$ cat src/rtl/tgc_pkg.sv
// ----------------------------------------------------------------------------
// tgc_pkg
// Types and constants shared by the tile grid collision test core and its
// iterative divider.
// ----------------------------------------------------------------------------
package tgc_pkg;

  localparam int COORD_W   = 16;
  localparam int DEN_W     = 16;
  localparam int NUM_W     = 23;
  localparam int CNT_W     = 7;
  localparam int DIV_CNT_W = 5;
  localparam int CFG_IDX_W = 3;

  typedef enum logic [1:0] {
    REQ_WRITE = 2'd0,
    REQ_POINT = 2'd1,
    REQ_BOX   = 2'd2
  } req_t;

  typedef enum logic [CFG_IDX_W-1:0] {
    CFG_MAP_LEFT         = 3'd0,
    CFG_MAP_TOP          = 3'd1,
    CFG_MAP_WIDTH        = 3'd2,
    CFG_MAP_HEIGHT       = 3'd3,
    CFG_GRID_COLS        = 3'd4,
    CFG_GRID_ROWS        = 3'd5,
    CFG_COLLISION_ENABLE = 3'd6
  } cfg_idx_t;

  // Edge handled by the shared divider: bit 1 selects y, bit 0 selects ceiling
  typedef enum logic [1:0] {
    PH_XL = 2'd0,
    PH_XR = 2'd1,
    PH_YT = 2'd2,
    PH_YB = 2'd3
  } phase_t;

  typedef enum logic [3:0] {
    ST_CLEAR,
    ST_IDLE,
    ST_CHECK,
    ST_MUL,
    ST_DIVS,
    ST_DIVW,
    ST_RD,
    ST_CHK,
    ST_WRD,
    ST_WWR,
    ST_DONE
  } state_t;

  typedef struct packed {
    logic             done;
    logic             rem_nz;
    logic [NUM_W-1:0] quo;
  } div_res_t;

endpackage

$ cat src/rtl/tgc_div.sv
// ----------------------------------------------------------------------------
// tgc_div
// Restoring unsigned divider, one quotient bit per cycle. Reports the
// quotient and whether the remainder is non-zero.
// ----------------------------------------------------------------------------
module tgc_div (
  input  logic                      clk,
  input  logic                      rst_n,
  input  logic                      start,
  input  logic [tgc_pkg::NUM_W-1:0] num,
  input  logic [tgc_pkg::DEN_W-1:0] den,
  output tgc_pkg::div_res_t         res
);
  import tgc_pkg::*;

  logic [NUM_W-1:0]     quo_r, quo_nxt;
  logic [DEN_W-1:0]     rem_r, rem_nxt;
  logic [DIV_CNT_W-1:0] cnt_r, cnt_nxt;
  logic                 busy_r, busy_nxt;
  logic                 done_r, done_nxt;
  logic [DEN_W:0]       trial;
  logic                 ge;

  assign trial = {rem_r, quo_r[NUM_W-1]};
  assign ge    = trial >= {1'b0, den};

  always_comb begin
    quo_nxt  = quo_r;
    rem_nxt  = rem_r;
    cnt_nxt  = cnt_r;
    busy_nxt = busy_r;
    done_nxt = 1'b0;
    if (start) begin
      quo_nxt  = num;
      rem_nxt  = '0;
      cnt_nxt  = DIV_CNT_W'(NUM_W);
      busy_nxt = 1'b1;
    end else if (busy_r) begin
      quo_nxt = {quo_r[NUM_W-2:0], ge};
      rem_nxt = ge ? DEN_W'(trial - {1'b0, den}) : trial[DEN_W-1:0];
      cnt_nxt = cnt_r - 1'b1;
      if (cnt_r == DIV_CNT_W'(1)) begin
        busy_nxt = 1'b0;
        done_nxt = 1'b1;
      end
    end
  end

  always_ff @(posedge clk) begin
    if (!rst_n) begin
      busy_r <= 1'b0;
      done_r <= 1'b0;
      cnt_r  <= '0;
    end else begin
      busy_r <= busy_nxt;
      done_r <= done_nxt;
      cnt_r  <= cnt_nxt;
    end
  end

  always_ff @(posedge clk) begin
    quo_r <= quo_nxt;
    rem_r <= rem_nxt;
  end

  assign res.done   = done_r;
  assign res.rem_nz = |rem_r;
  assign res.quo    = quo_r;

endmodule

$ cat config.mk
export PLATFORM = sky130hd
export DESIGN_NAME = tgc_div
export DESIGN_NICKNAME = d
export VERILOG_FILES = /design/src/rtl/tgc_pkg.sv /design/src/rtl/tgc_div.sv
export SDC_FILE = /design/constraint.sdc
export NUM_CORES = 1
export LEC_CHECK = 0
export ABC_AREA = 1
export BUFFER_PORTS_ARGS = -buffer_cell sky130_fd_sc_hd__buf_2
export CAP_MARGIN = 20
export CORE_AREA = 2 2 76 92
export CTS_CLUSTER_SIZE = 30
export DETAILED_ROUTE_END_ITERATION = 8
export DIE_AREA = 0 0 78 94
export PLACE_DENSITY = 0.78
export SYNTH_ARGS = -nofsm -noshare
export SYNTH_HDL_FRONTEND = slang
export SYNTH_SLANG_ARGS = --single-unit
$ cat constraint.sdc
create_clock -name clk -period 3 [get_ports clk]
set_clock_uncertainty 0.2 [all_clocks]
set_input_delay 0.6 -clock clk [delete_from_list [all_inputs] [get_ports clk]]
set_output_delay 0.6 -clock clk [all_outputs]
set_load 0.01 [all_outputs]
---- Word level (Yosys, flattened, before mapping) ----
Index checks and enable logic that the tools add are counted.
cells by class
  add/sub/neg operators ................... 2
  order comparisons ....................... 1
  equal/unequal tests ..................... 1
  muxes and demuxes ....................... 9
  bitwise logic cells ..................... 2
  reductions and logical operators ........ 4
operators with widths
  cell                                               count
  two-way mux 23 bit                                 2
  >= comparator 17 x 16 -> 1 bit                     1
  two-way mux 16 bit                                 1
  OR reduction 16 bit                                1
  subtractor 16 bit                                  1
  two-way mux 5 bit                                  2
  == test 5 x 1 -> 1 bit (second input constant)     1
  subtractor 5 x 1 -> 5 bit (second input constant)  1
  two-way mux 1 bit                                  4
  OR reduction 3 bit                                 1
  NOT 1 bit                                          2
  nonzero test 2 bit                                 1
  OR reduction 2 bit                                 1
word-level totals
  register bits ........................... 46
  bits of input ports ..................... 42
  logic and storage cells ................. 25

---- Longest topological paths before layout ----
  depth in word-level cells ............... 4
  depth in mapped cells ................... 14
  mapped depth without buffers ............ 14

---- Least setup slack after synthesis ----
OpenSTA, ideal clock, no wires.
  path kind ............................... input port to flip-flop
  from .................................... in den[14] (netlist name)
  to ...................................... reg quo_r[0] (data pin)
  library setup time ...................... 264 ps
  arrival ................................. 1856 ps
  required time ........................... 2536 ps
  setup slack ............................. 680 ps
  stages on the path ...................... 9
  buffers on the path ..................... 1
  cell sequence ........................... inv_1 -> ha_1 -> a21oi_1 -> nor2_1 -> nor2_1 -> nand2_1 -> nor2_4 -> buf_2 -> a31oi_1
on the way
  cells in the longest elaborated chain, start to end .. 3
RTL lines
  element                         RTL line       text
  start, declared                 tgc_div.sv:11  input logic [tgc_pkg::DEN_W-1:0] den,
  >= comparator 17 x 16 -> 1 bit  tgc_div.sv:25  assign ge = trial >= {1'b0, den};
  two-way mux 23 bit              tgc_div.sv:38  end else if (busy_r) begin
  two-way mux 23 bit              tgc_div.sv:33  if (start) begin
  named net quo_nxt[0]            tgc_div.sv:16  logic [NUM_W-1:0] quo_r, quo_nxt;
  end signal, assigned            tgc_div.sv:62  quo_r <= quo_nxt;
  end, declared                   tgc_div.sv:16
The timed path passes the listed nets, and every way through them passes these cells. The select of a mux whose other input is x is not followed.
A chain may end at the register's enable or synchronous reset.

---- Worst setup path after layout ----
  from .................................... in den[14] (netlist name)
  to ...................................... reg rem_r[4]
on the way
  cells in the longest elaborated chain, start to end .. 2
RTL lines
  element                         RTL line       text
  >= comparator 17 x 16 -> 1 bit  tgc_div.sv:25
  two-way mux 16 bit              tgc_div.sv:40  rem_nxt = ge ? DEN_W'(trial - {1'b0, den}) : trial[DEN_W-1:0];
  end signal, assigned            tgc_div.sv:63  rem_r <= rem_nxt;
  end, declared                   tgc_div.sv:17  logic [DEN_W-1:0] rem_r, rem_nxt;
Every way passes these cells.

==> flow_summary.toml <==
[min_path]
min_path_type = "flip-flop to flip-flop"

[die]
chipHeight_um = 94
die_w_um = 78
rows = 32
initial_core_util_pct = 48.9
io_pins = 67
die_area_um2 = 7330
core-area_um2 = 6410

[synthesis]
synth_xor_area_share_pct = 2.24
synth_top_area_share_pct = 22.1
syn_area_um2 = 3130
seq_area_frac_synth_pct = 36.8
synth_compound_gate_area_share_pct = 5.39
syn_area_per_cell_um2 = 6.99
synthMuxAreaShare_pct = 0
synthTopCellsByArea = "edfxtp_1 (22%), nand2_1 (20%), dfxtp_1 (15%), inv_1 (7.6%), ha_1 (7.2%)"
synth_edf_count = 23
syn_inst = 448
synth-seq-cells = 46
synth_top_family_by_area = "simple AND/OR/NAND/NOR gates"
synth_cell_types = 40
synth_simple_gate_area_share_pct = 38.1
yosys.area.top_type = "edfxtp_1"
async_flop_share_pct = 0
synth_warnings = 0
synth_adder_area_share_pct = 7.83
syn_nets = 509
yosys_most_used_dff = "edfxtp_1"

[pwr]
peakVddDrop_mv = 0.235
clockPowerShare_pct = 31.0
leakage_nw = 1.98
seqPwrFrac_pct = 51.0
p_comb_share_pct = 18.0
p_sw_share_pct = 26.5
p_switching_mw = 0.380
p_per_area_nw_per_um2 = 395
power.internal_mw = 1.06

[cts]
cts_inserted_buffers = 5
cts_hold_buf = 0
clk_path_buf_depth = 2
htree_levels = 2
clk_transition_reported_paths_ns = 0.08
clock_sinks = 46
cts_resized = 0
cts-root-buf = "clkbuf_8"
cts_tree = "built"
post-cts-setup-buffers = 0
clkLatencyLatePin_ns = 0.30

[worst_setup_path]
start_kind = "primary input"
ff2ff_path_depth = 10
end_kind = "flip-flop"
slowest_delay_ns = 0.38
regToRegStartpoint = "rem_r[13]"
cp.required_ns = 3.00
crit_path_max_fanout = 18
path_cells = "buf_2, inv_1, ha_1, a21oi_1, nor2_1, nor2_1, nand2_1, nor2_4, nand2_4, nand2_1, nand3_1, o21ai_0"
ff2ff_setup_slack_ns = 0.61
cpMaxStageDelayCell = "ha_1"
path_depth = 12
crit_family = "simple AND/OR/NAND/NOR gates"
path_class = "primary input to flip-flop"
crit_buf_inv = 2
crit_end = "rem_r[4]"
cp.arrival_ns = 2.45
reg2reg_to = "rem_r[4]"
startpoint = "den[14]"

[sta]
hold_viol_final = 0
tightestPinTransition_ns = 0.721
slew_headroom_pct = 51.8
min_period_ns = 2.45
max_freq_mhz = 409
fin_setup_tns_ns = 0
rsz0062_at_grt = "false"
min_period_over_period_pct = 81.6
drv_slew = 0
setup_viol = 0

[outcome]
status = "completed"

[routing]
vias = 3023
routedWlPerCell_um = 12.7
first_iter_violations = 207
drc = 0
ant_nets = 0
dr.pass1.iters = 4
drt-vias-per-instance = 5.06
totalWireLength_um = 7590

[global_routing]
grt_max_degree = 32
grt_util_all_layers_pct = 21.5
grt_pass1_wl_um = 12500
overflow = 0
antenna_found_initial = 0
grt_pass1_vias = 2869

[job]
maxCapViolCount = 0

[final_layout]
stdcell_area_um2 = 3630
drive_above_1_share_pct = 17.2
fillers = 625
nets = 573
n_antenna_cell = 0
area_growth_pct = 16.0

[placed_design]
place_hpwl_um = 5860
place_area_um2 = 3520
routabilityCongestion = 0.984
numPortBuffers = 66
-- synth_stat cells (3+ instances only) --
library cell and n:
a21oi_1 11, buf_2 3, clkbuf_1 5, dfxtp_1 23, edfxtp_1 23, ha_1 18, inv_1 63, nand2_1 171
nand2_2 3, nand3_1 39, nand3b_1 8, nand4_1 5, nor2_1 22, nor3_1 5, nor4_1 4, o21ai_0 10
xnor2_1 5, xor2_1 3
-- power by group through the flow --
stage | sequential [mW] | clock (mW) | combinational (mW)
after floorplan | 0.761 | 0 | 0.141
after global placement | 0.745 | 0 | 0.253
after detailed placement | 0.746 | 0 | 0.256
after CTS | 0.732 | 0.450 | 0.258
after global routing | 0.737 | 0.475 | 0.293
final | 0.732 | 0.445 | 0.258
-- state kept, by name, indices dropped and copies added (netlist names) --
register and cells:
busy_r 1, cnt_r 5, done_r 1, quo_r 23
rem_r 16
-- how the worst min path moves through the flow --
stage | endpoint | slack, ns | start | cells after the start
CTS | cnt_r[4] | 0.29 | cnt_r[4] | 2
finish | cnt_r[4] | 0.30 | cnt_r[4] | 2
global placement | cnt_r[4] | 0.26 | cnt_r[4] | 2
global route | rem_r[11] | 0.32 | rem_r[11] | 2
floorplan | cnt_r[4] | 0.24 | cnt_r[4] | 2
detailed placement | cnt_r[4] | 0.28 | cnt_r[4] | 2
-- metrics by stage --
step           hold slack (ns)  power [mW]  util (%)  setup slack [ns]  std cells
2_1_floorplan            0.245       0.903         -             0.680        448
3_3_place_gp             0.258       0.998      54.9             0.342        589
3_5_place_dp             0.277        1.00      54.9             0.266        589
4_1_cts                  0.290        1.44      56.6             0.572        597
5_1_grt                  0.319        1.50      56.7             0.417        598
6_report                 0.299        1.43      56.7             0.553        598
-- logic make-up (layout without fill, tap and decap cells) --
kind of cell	after synthesis	after routing
simple gates	268	268
flops	46	46
buf+inv	77	142
fa+ha+maj	19	19
compound gates	30	30
xor+xnor	8	8
-- routing by layer --
metal  GRT usage (%)  share of wire [%]
met5               0                  0
met4            9.94                3.6
met3            4.23                5.4
met2            36.4                 47
met1            26.3                 44
-- worst min-delay path, stage by stage (launching register included) --
cell     delay [ns]
dfxtp_1        0.32
nand2_1        0.07
a31oi_1        0.07
-- placed cells by master, fill, tap and decap left out, drive strengths merged, types with 2 or more instances in the layout --
cell,instances
nand2,175
buf,68
inv,65
nand3,41
nor2,26
dfxtp,23
edfxtp,23
ha,18
a21oi,11
o21ai,11
nand3b,8
nor3,7
clkbuf,6
nand4,5
xnor2,5
nor4,4
xor2,3
clkinv,2
a31oi,2
o21bai,2
-- final cells by class --
type                            instances  area [µm²]  area share, %
Sequential cell                        46        1150           31.7
Clock buffer                            6        72.6           2.00
Timing Repair Buffer                   68         345           9.50
Inverter                               66         248           6.82
Clock inverter                          2        33.8          0.930
Tap cell                               85         106           2.93
Multi-Input combinational cell        325        1680           46.1
(Power assumes the default switching activity.)
